<file path="config.mk">
export PLATFORM = sky130hd
export DESIGN_NAME = k_group_stream_reverser
export DESIGN_NICKNAME = d
export VERILOG_FILES = /design/src/hdl/ksr_pkg.sv /design/src/hdl/ksr_ctrl.sv /design/src/hdl/ksr_dp.sv /design/src/hdl/k_group_stream_reverser.sv
export SDC_FILE = /design/constraint.sdc
export NUM_CORES = 2
export LEC_CHECK = 0
export BUFFER_PORTS_ARGS = -buffer_cell sky130_fd_sc_hd__buf_4
export CAP_MARGIN = 20
export CORE_MARGIN = 3
export CORE_UTILIZATION = 45
export CTS_CLUSTER_DIAMETER = 120
export CTS_CLUSTER_SIZE = 14
export DETAILED_ROUTE_END_ITERATION = 8
export GPL_ROUTABILITY_DRIVEN = 1
export GPL_TIMING_DRIVEN = 0
export PLACE_DENSITY = 0.71
export SETUP_SLACK_MARGIN = 0.15
export SYNTH_ARGS = -nofsm -noshare
export SYNTH_HDL_FRONTEND = slang
export SYNTH_SLANG_ARGS = --single-unit
</file>
<file path="constraint.sdc">
create_clock -name clock -period 4 [get_ports clock]
set_input_delay 0.4 -clock clock [delete_from_list [all_inputs] [get_ports clock]]
set_output_delay 0.4 -clock clock [all_outputs]
set_load 0.02 [all_outputs]
</file>
<file path="src/hdl/ksr_pkg.sv">
// shared constants, state codes and control structs of the k-group stream reverser
package ksr_pkg;

   localparam int MAX_GROUP = 64;
   localparam int DATA_W    = 32;
   localparam int SIZE_W    = 7;
   localparam int ADDR_W    = $clog2(MAX_GROUP);

   typedef enum logic [2:0] {
      ST_IDLE  = 3'b001,
      ST_FETCH = 3'b010,
      ST_SEND  = 3'b100
   } state_type;

   // controller to datapath
   typedef struct packed {
      logic accept;   // take the input word and store it
      logic read;     // fetch the next buffered word into the output register
   } cmd_type;

   // datapath to controller
   typedef struct packed {
      logic full;     // the word being offered completes the group
      logic last;     // output register holds the last word of the run
   } status_type;

endpackage

</file>
<file path="src/hdl/ksr_ctrl.sv">
// controller state machine: input acceptance and group drain sequencing
module ksr_ctrl (
   input  logic                clock,
   input  logic                reset,
   input  logic                req_valid,
   input  logic                req_is_final,
   output logic                req_ready,
   output logic                rsp_valid,
   input  logic                rsp_ready,
   input  ksr_pkg::status_type status,
   output ksr_pkg::cmd_type    cmd
);

   ksr_pkg::state_type state_ff, state_in;

   always_comb begin
      state_in   = state_ff;
      cmd.accept = 1'b0;
      cmd.read   = 1'b0;
      req_ready  = 1'b0;
      rsp_valid  = 1'b0;
      unique case (state_ff)
         ksr_pkg::ST_IDLE: begin
            req_ready = 1'b1;
            if (req_valid) begin
               cmd.accept = 1'b1;
               if (status.full || req_is_final) begin
                  state_in = ksr_pkg::ST_FETCH;
               end
            end
         end
         ksr_pkg::ST_FETCH: begin
            cmd.read = 1'b1;
            state_in = ksr_pkg::ST_SEND;
         end
         ksr_pkg::ST_SEND: begin
            rsp_valid = 1'b1;
            if (rsp_ready) begin
               if (status.last) begin
                  state_in = ksr_pkg::ST_IDLE;
               end else begin
                  cmd.read = 1'b1;
               end
            end
         end
         default: begin
            state_in = ksr_pkg::ST_IDLE;
         end
      endcase
   end

   always_ff @(posedge clock) begin
      if (reset) begin
         state_ff <= ksr_pkg::ST_IDLE;
      end else begin
         state_ff <= state_in;
      end
   end

   a_drain_starts: assert property (@(posedge clock) disable iff (reset)
      (req_valid && req_ready && (status.full || req_is_final))
         |=> (state_ff == ksr_pkg::ST_FETCH))
      else $error("completed group did not start draining");

   a_fetch_then_send: assert property (@(posedge clock) disable iff (reset)
      (state_ff == ksr_pkg::ST_FETCH) |=> (state_ff == ksr_pkg::ST_SEND))
      else $error("fetch not followed by send");

   a_last_ends_run: assert property (@(posedge clock) disable iff (reset)
      (rsp_valid && rsp_ready && status.last) |=> (state_ff == ksr_pkg::ST_IDLE))
      else $error("run did not end after last word");

   a_hold_no_read: assert property (@(posedge clock) disable iff (reset)
      (rsp_valid && !rsp_ready) |-> (!cmd.read && !req_ready))
      else $error("output register overwritten while stalled");

endmodule

</file>
<file path="src/hdl/ksr_dp.sv">
// datapath: group buffer, fill count, group size register and drain address logic
module ksr_dp (
   input  logic                            clock,
   input  logic                            reset,
   input  logic                            csr_valid,
   input  logic [ksr_pkg::SIZE_W-1:0]      csr_group_size,
   input  logic signed [ksr_pkg::DATA_W-1:0] req_item_value,
   input  logic                            req_is_final,
   input  ksr_pkg::cmd_type                cmd,
   output ksr_pkg::status_type             status,
   output logic signed [ksr_pkg::DATA_W-1:0] rsp_out_value,
   output logic                            rsp_run_last,
   output logic                            rsp_list_end
);

   logic [ksr_pkg::DATA_W-1:0] store_ff [ksr_pkg::MAX_GROUP];
   logic [ksr_pkg::DATA_W-1:0] rd_data_ff;
   logic                       rd_last_ff;

   logic [ksr_pkg::SIZE_W-1:0] size_ff, size_in;
   logic [ksr_pkg::ADDR_W-1:0] fill_ff, fill_in;
   logic [ksr_pkg::ADDR_W-1:0] addr_ff, addr_in;
   logic [ksr_pkg::ADDR_W-1:0] left_ff, left_in;
   logic                       rev_ff, rev_in;
   logic                       fin_ff, fin_in;

   logic [ksr_pkg::SIZE_W-1:0] eff_size;
   logic [ksr_pkg::ADDR_W:0]   count;

   // zero acts as one, oversize saturates
   always_comb begin
      priority if (size_ff == '0) begin
         eff_size = ksr_pkg::SIZE_W'(1);
      end else if (size_ff > ksr_pkg::SIZE_W'(ksr_pkg::MAX_GROUP)) begin
         eff_size = ksr_pkg::SIZE_W'(ksr_pkg::MAX_GROUP);
      end else begin
         eff_size = size_ff;
      end
   end

   assign count       = {1'b0, fill_ff} + (ksr_pkg::ADDR_W + 1)'(1);
   assign status.full = (ksr_pkg::SIZE_W'(count) >= eff_size);
   assign status.last = rd_last_ff;

   always_comb begin
      size_in = csr_valid ? csr_group_size : size_ff;
      fill_in = fill_ff;
      addr_in = addr_ff;
      left_in = left_ff;
      rev_in  = rev_ff;
      fin_in  = fin_ff;
      if (cmd.accept) begin
         fill_in = (status.full || req_is_final) ? '0 : count[ksr_pkg::ADDR_W-1:0];
         addr_in = status.full ? fill_ff : '0;
         left_in = fill_ff;
         rev_in  = status.full;
         fin_in  = req_is_final;
      end else if (cmd.read) begin
         addr_in = rev_ff ? addr_ff - ksr_pkg::ADDR_W'(1) : addr_ff + ksr_pkg::ADDR_W'(1);
         left_in = left_ff - ksr_pkg::ADDR_W'(1);
      end
   end

   always_ff @(posedge clock) begin
      if (reset) begin
         size_ff <= ksr_pkg::SIZE_W'(1);
         fill_ff <= '0;
      end else begin
         size_ff <= size_in;
         fill_ff <= fill_in;
      end
   end

   always_ff @(posedge clock) begin
      addr_ff <= addr_in;
      left_ff <= left_in;
      rev_ff  <= rev_in;
      fin_ff  <= fin_in;
   end

   // group buffer, one write and one registered read port
   always_ff @(posedge clock) begin
      if (cmd.accept) begin
         store_ff[fill_ff] <= req_item_value;
      end
      if (cmd.read) begin
         rd_data_ff <= store_ff[addr_ff];
         rd_last_ff <= (left_ff == '0);
      end
   end

   assign rsp_out_value = rd_data_ff;
   assign rsp_run_last  = rd_last_ff;
   assign rsp_list_end  = rd_last_ff & fin_ff;

endmodule

</file>
<file path="src/hdl/k_group_stream_reverser.sv">
// top level of the k-group stream reverser
// Words enter on req_, one per cycle while req_ready is high, and are held in a
// 64-word group buffer until the group is complete (fill reaches the effective
// group size) or a word flagged req_is_final arrives. A complete group leaves on
// rsp_ newest first; a short group closed by the final word leaves in arrival
// order. rsp_run_last marks the last word of every run, rsp_list_end the last
// word of the list. A word that does not close a group leaves the controller
// idle and ready for the next word. A word that closes a group of n words is
// accepted, then come the buffer fetch and the n output words, one per cycle
// while rsp_ready is high; req_ready is low during the drain, since the single
// read port of the buffer and the output register are busy.
// The group size register (0 acts as 1, above 64 saturates to 64) resets to 1
// and is written through csr_, which is always ready; write it only when idle.
// There is no clearing pass after reset: the buffer is only read where written.
module k_group_stream_reverser (
   input  logic                              clock,
   input  logic                              reset,
   // configuration
   input  logic                              csr_valid,
   output logic                              csr_ready,
   input  logic [ksr_pkg::SIZE_W-1:0]        csr_group_size,
   // input words
   input  logic                              req_valid,
   output logic                              req_ready,
   input  logic signed [ksr_pkg::DATA_W-1:0] req_item_value,
   input  logic                              req_is_final,
   // result words
   output logic                              rsp_valid,
   input  logic                              rsp_ready,
   output logic signed [ksr_pkg::DATA_W-1:0] rsp_out_value,
   output logic                              rsp_run_last,
   output logic                              rsp_list_end
);

   ksr_pkg::cmd_type    cmd;
   ksr_pkg::status_type status;

   // register writes take effect on the next cycle
   assign csr_ready = 1'b1;

   // sequencing of accept, fetch and send
   ksr_ctrl u_ctrl (
      .clock        (clock),
      .reset        (reset),
      .req_valid    (req_valid),
      .req_is_final (req_is_final),
      .req_ready    (req_ready),
      .rsp_valid    (rsp_valid),
      .rsp_ready    (rsp_ready),
      .status       (status),
      .cmd          (cmd)
   );

   // buffer, counters and output register
   ksr_dp u_dp (
      .clock          (clock),
      .reset          (reset),
      .csr_valid      (csr_valid),
      .csr_group_size (csr_group_size),
      .req_item_value (req_item_value),
      .req_is_final   (req_is_final),
      .cmd            (cmd),
      .status         (status),
      .rsp_out_value  (rsp_out_value),
      .rsp_run_last   (rsp_run_last),
      .rsp_list_end   (rsp_list_end)
   );

endmodule
</file>
# Word level (Yosys, flattened, before mapping)
# Memories as Yosys holds them, arrays and structs flattened. A register that Yosys moved wholly into a read port is not among the register bits.
# Index checks and enable logic that the tools add are counted.
[word_totals]
register_bits = 31
ramBits = 2048
input_bits = 45
out_inout_bits = 37
wordCells = 51
n_memories = 1
[op_classes]
addsub = 4
order_cmp = 2
eq_ne = 7
muxes = 23
bitwise_logic = 1
n_reduce_logical = 5
[mem_list]
columns = ["memory", "depth", "word_bits", "read_ports", "rd_clocked_by_memory_dff", "wr", "line", "rtl"]
rows = [
  ["u_dp.store_ff", 64, 32, 1, 1, 1, "ksr_dp.sv:16", "logic [ksr_pkg::DATA_W-1:0] store_ff [ksr_pkg::MAX_GROUP];"],
]
[op_table]
columns = ["operator", "count"]
rows = [
  ["$mux W6", 7],
  ["$mux W7", 2],
  ["$mux W3", 4],
  ["$sub A6 B1 Y6 const B", 2],
  ["$pmux W3 S3", 1],
  ["$mux W1", 8],
  ["$add A6 B1 Y7 const B", 1],
  ["$ge A7 B7 Y1", 1],
  ["$gt A7 B7 Y1 const B", 1],
  ["$logic_not A7 Y1", 1],
  ["$add A6 B1 Y6 const B", 1],
  ["$logic_not A6 Y1", 1],
  ["$ne A2 B1 Y1 const B", 2],
  ["$ne A2 B2 Y1 const B", 2],
  ["$reduce_and A4 Y1", 1],
  ["$eq A3 B1 Y1 const B", 1],
  ["$eq A3 B2 Y1 const B", 1],
  ["$eq A3 B3 Y1 const B", 1],
  ["$pmux W1 S2", 1],
  ["$reduce_bool A2 Y1", 1],
  ["$and A1 B1 Y1", 1],
  ["$logic_or A1 B1 Y1", 1],
]

# Depth between registers and ports, before layout
[depth]
word_depth = 8
ltp_mapped = 12
mapped_depth_nobuf = 12

# Cells and area by module
# From an unflattened synthesis, not the netlist that was laid out.
[hier_totals]
hier_cells = 3595
area_unflattened_um2 = 80512.2
[by_module_without_submodules]
columns = ["module", "instances", "cells_per_inst", "area_each_um2", "seq_area_each_um2"]
rows = [
  ["ksr_dp", 1, 3576, 80340.8, 63170.6],
  ["ksr_ctrl", 1, 17, 160.2, 60.1],
  ["k_group_stream_reverser", 1, 2, 11.3, 0.0],
]

# Worst setup path before layout
# No wires, ideal clock.
[synth_path]
kind = "reg2reg"
startpoint = "register u_ctrl.state_ff[0]"
endpoint = "memory u_dp.store_ff[31][0] in the netlist's numbering, enable pin"
setup_ns = 0.463
arrival_ns = 3.425
required_time_ns = 3.537
path_slack_ns = 0.112
stages_incl_launch_ff = 5
path_buffers = 0
period_less_slack_ns = 3.888
path_cell_list = "dfxtp_1 -> inv_1 -> nor3_2 -> nand2_1 -> nor3_1"
[synth_via]
elab_chain_cells = 4
[synth_rtl]
columns = ["element", "line", "rtl"]
rows = [
  ["start, declared", "ksr_ctrl.sv:14", "ksr_pkg::state_type state_ff, state_in;"],
  ["start signal, assigned", "ksr_ctrl.sv:54", "state_ff <= ksr_pkg::ST_IDLE;"],
  ["start signal, assigned", "ksr_ctrl.sv:56", "state_ff <= state_in;"],
  ["$eq A3 B1 Y1", "ksr_ctrl.sv:22", "unique case (state_ff)"],
  ["$mux W1", "ksr_ctrl.sv:22", ""],
  ["$mux W1", "ksr_dp.sv:83", "if (cmd.accept) begin"],
  ["$mux W1 (implied by the code)", "ksr_dp.sv:84", "store_ff[fill_ff] <= req_item_value;"],
  ["end, declared", "ksr_dp.sv:16", ""],
]
# Every way passes these cells.

==> impl_metrics.tcl <==
set metrics [dict create \
    routed_wl_mm 235 \
    syn_inst 3607 \
    synth-edff-count 2095 \
    intPower_mw 35.5 \
    fmax_mhz 245 \
    core_area_um2 177000 \
    mostFrequentLayoutCell "edfxtp_1" \
    antenna_found_initial 13 \
    die_y_um 429 \
    pwr_density_cell_nw_per_um2 543 \
    yosys_warnings 0 \
    synth-xor-area-share 0.00152 \
    fill_cells 13400 \
    netSwitchingPower_mw 14.1 \
    worstSetupPathType "flip-flop to flip-flop" \
    crit_top_cell "buf_2" \
    drc 0 \
    clk_latency_ns 0.83 \
    wl_per_cell_um 37.1 \
    detailed_place_hpwl_mm 153 \
    maxCapViolations 0 \
    power_frac_clock 0.304 \
    synthAdderAreaFrac 0.00242 \
    swShare 0.285 \
    synth_cell_types 63 \
    synth_compound_area_frac 0.0332 \
    clkSinkCount 2111 \
    placed_cells 6108 \
    cp_cell_sequence "buf_2, buf_2, buf_2, mux4_2, o22ai_1, nor2_1, a21oi_1, a221oi_2" \
    multi_input_area_um2 16800 \
    synth_top_family_by_area "multiplexers" \
    drive_gt1_frac 0.274 \
    critPathSlowestCell "a21oi_1" \
    cp_max_fo 10 \
    synthSimpleGateAreaFrac 0.0166 \
    grt_pass1_wl_mm 323 \
    synth_nets 3667 \
    grt_start_max_net_pins 65 \
    failed_checks "setup timing" \
    crit_family "buffers and inverters" \
    rsz0062_at_grt "yes" \
    p_seq_frac 0.496 \
    grtUsageTotal 0.252 \
    fin_area_um2 91400 \
    numCtsBuffers 168 \
    startpoint_type "flip-flop" \
    vias 41900 \
    syn2layout_area_growth_pct 13.3 \
    rows 154 \
    vias_per_cell 6.61 \
    pin_count 82 \
    setup_viol 2 \
    period_needed_ns 4.08 \
    cp_data_required_time_ns 4.48 \
    timing.slew.headroom 0.128 \
    nNetsFinal 4029 \
    synth_mux_area_frac 0.147 \
    cellLeakagePower_nw 28.2 \
    status "finished, violations left" \
    worstSetupEndpointType "flip-flop" \
    slowest_delay_ns 0.72 \
    regArea_um2 63200 \
    dieArea_um2 184000 \
    cts_tree "done" \
    crit_arrival_ns 4.56 \
    worstMarginPinSlew_ns 1.31 \
    pwr-share-comb 0.200 \
    finalCritPeriodShare 1.02 \
    fin_skew_ns 0.0398 \
    final_hold_viol_count 0 \
    synth_ff_type "edfxtp_1" \
    htree_levels 4 \
    die_x_um 429 \
    routabilityCongestion 0.921 \
    async_flop_share 0 \
    dr.pass1.iters 8 \
    drt_iter0_drc 7309 \
    pre_cts_ws_ns -0.313 \
    cts.reportedPaths.clkPinSlew_ns 0.07 \
    port-buffer-count 78 \
    cts_root_buffer "clkbuf_16" \
    drtAntennaViolNets 0 \
    grt_pass1_vias 41000 \
    path_buf_inv 3 \
    ir_drop_mv 0.373 \
    finalMaxSlewViolations 0 \
    mostFrequentLayoutCells "edfxtp_1, mux4_2, clkbuf_16" \
    ys_ff_latch 2111 \
    setup_ws_ns -0.0780 \
    grt.overflow.total 0 \
    layout.cells.non_filler 6343 \
    seq_area_frac_synth 0.784 \
    placed_area_um2 86300 \
    syn_area_um2 80700 \
    cts_max_path_buffers 3 \
    hold_path_class "input port to flip-flop" \
    syn_avg_cell_area_um2 22.4 \
    initial_core_util 0.455 \
]
-- flip-flops by register name (all words and copies together), names as in the netlist --
signal	cells
u_dp.store_ff	2048
u_ctrl.state_ff	3
u_dp.fin_ff	1
u_dp.size_ff	7
u_dp.fill_ff	6
u_dp.rsp_out_value	32
u_dp.left_ff	6
u_dp.rev_ff	1
u_dp.addr_ff	6
u_dp.rsp_run_last	1
-- cells in the mapped netlist, types with 7 or more instances --
cell	number	area share
a21oi_1	94	0.0058
a22o_1	42	0.0046
nor2_1	122	0.0057
mux4_2	485	0.14
a31oi_1	18	0.0014
buf_6	24	0.0033
o22ai_1	63	0.0049
clkbuf_1	57	0.0027
o21ai_0	15	0.00093
mux2i_1	85	0.011
nand2_1	94	0.0044
buf_4	28	0.0026
a221oi_1	57	0.0062
inv_1	9	0.00042
a21o_1	10	0.00093
or2_2	7	0.00054
nand3_1	10	0.00062
nor3_1	9	0.00056
edfxtp_1	2095	0.78
xor2_1	7	0.00076
mux2_2	10	0.0014
o221ai_1	45	0.0049
xnor2_1	7	0.00076
ha_1	14	0.0022
buf_1	19	0.00088
and3_1	13	0.0010
dfxtp_1	16	0.0040
buf_2	60	0.0037
nand3b_1	7	0.00065
-- layer usage --
layer,part of all wire,global-route usage
met1,0.35,0.338
met2,0.46,0.378
met3,0.13,0.0744
met4,0.058,0.128
met5,0.00083,0
-- repair_timing --
item / CTS / global route
hold buffers: 11 / 0
hold endpoints to repair: 13 / 0
endpoints found under the setup margin: 26 / 119
gates resized for setup: 25 / 24
pin swaps: 0 / 7
setup buffers: 0 / 19
-- path summary, 6_finish.rpt --
path / from / endpoint / slack [ns] / depth (start not counted)
setup / recovery: u_dp.addr_ff[1] / u_dp.rsp_out_value[30] / -0.08 / 8
hold / removal: csr_valid / u_dp.size_ff[4] / 0.10 / 3
setup reg to reg: u_dp.addr_ff[1] / u_dp.rsp_out_value[30] / -0.08 / 8
hold reg to reg: u_dp.size_ff[2] / u_dp.size_ff[2] / 0.55 / 2
-- logic make-up after synthesis --
| logic type | Yosys count |
|---|---|
| flops | 2111 |
| mux | 580 |
| compound gates | 379 |
| simple gates | 300 |
| buf+inv | 207 |
| fa+ha+maj | 15 |
| xor+xnor | 14 |
| other cells | 1 |
-- worst register-to-register path: stages (launching register included) --
cell and delay (ns):
edfxtp_1 0.46, buf_2 0.52, buf_2 0.49, buf_2 0.43, mux4_2 0.37, o22ai_1 0.39, nor2_1 0.20, a21oi_1 0.72
a221oi_2 0.17
-- final cells by class --
| class | count | share of cell area |
|---|---|---|
| diodes | 7 | 0.000192 |
| plain buffers | 195 | 0.0135 |
| clock buffers | 185 | 0.0474 |
| clock inverters | 12 | 0.00230 |
| inverters | 12 | 0.000493 |
| multi-input cells | 1289 | 0.184 |
| flip-flops and latches | 2111 | 0.692 |
| well taps | 2340 | 0.0320 |
| repair buffers | 192 | 0.0285 |
-- power groups by stage --
stage | logic, mW | registers, mW | clock network, mW
after floorplan | 5.15 | 25.1 | 0
after global placement | 9.36 | 25.1 | 0
after detailed placement | 9.56 | 25.1 | 0
after CTS | 9.65 | 24.6 | 15.1
after global routing | 10.1 | 24.6 | 16.0
final | 9.95 | 24.6 | 15.1
-- metrics by stage --
stage	hold slack (ns)	TNS, ns	utilization	total power, mW
2_1_floorplan	0.484	0	-	30.2
3_3_place_gp	0.509	-2826.26	0.475	34.5
3_5_place_dp	0.527	-2.77	0.487	34.7
4_1_cts	0.0620	0	0.514	49.4
5_1_grt	0.110	0	0.516	50.7
6_report	0.102	-0.0883	0.516	49.7
(Power assumes the default switching activity.)
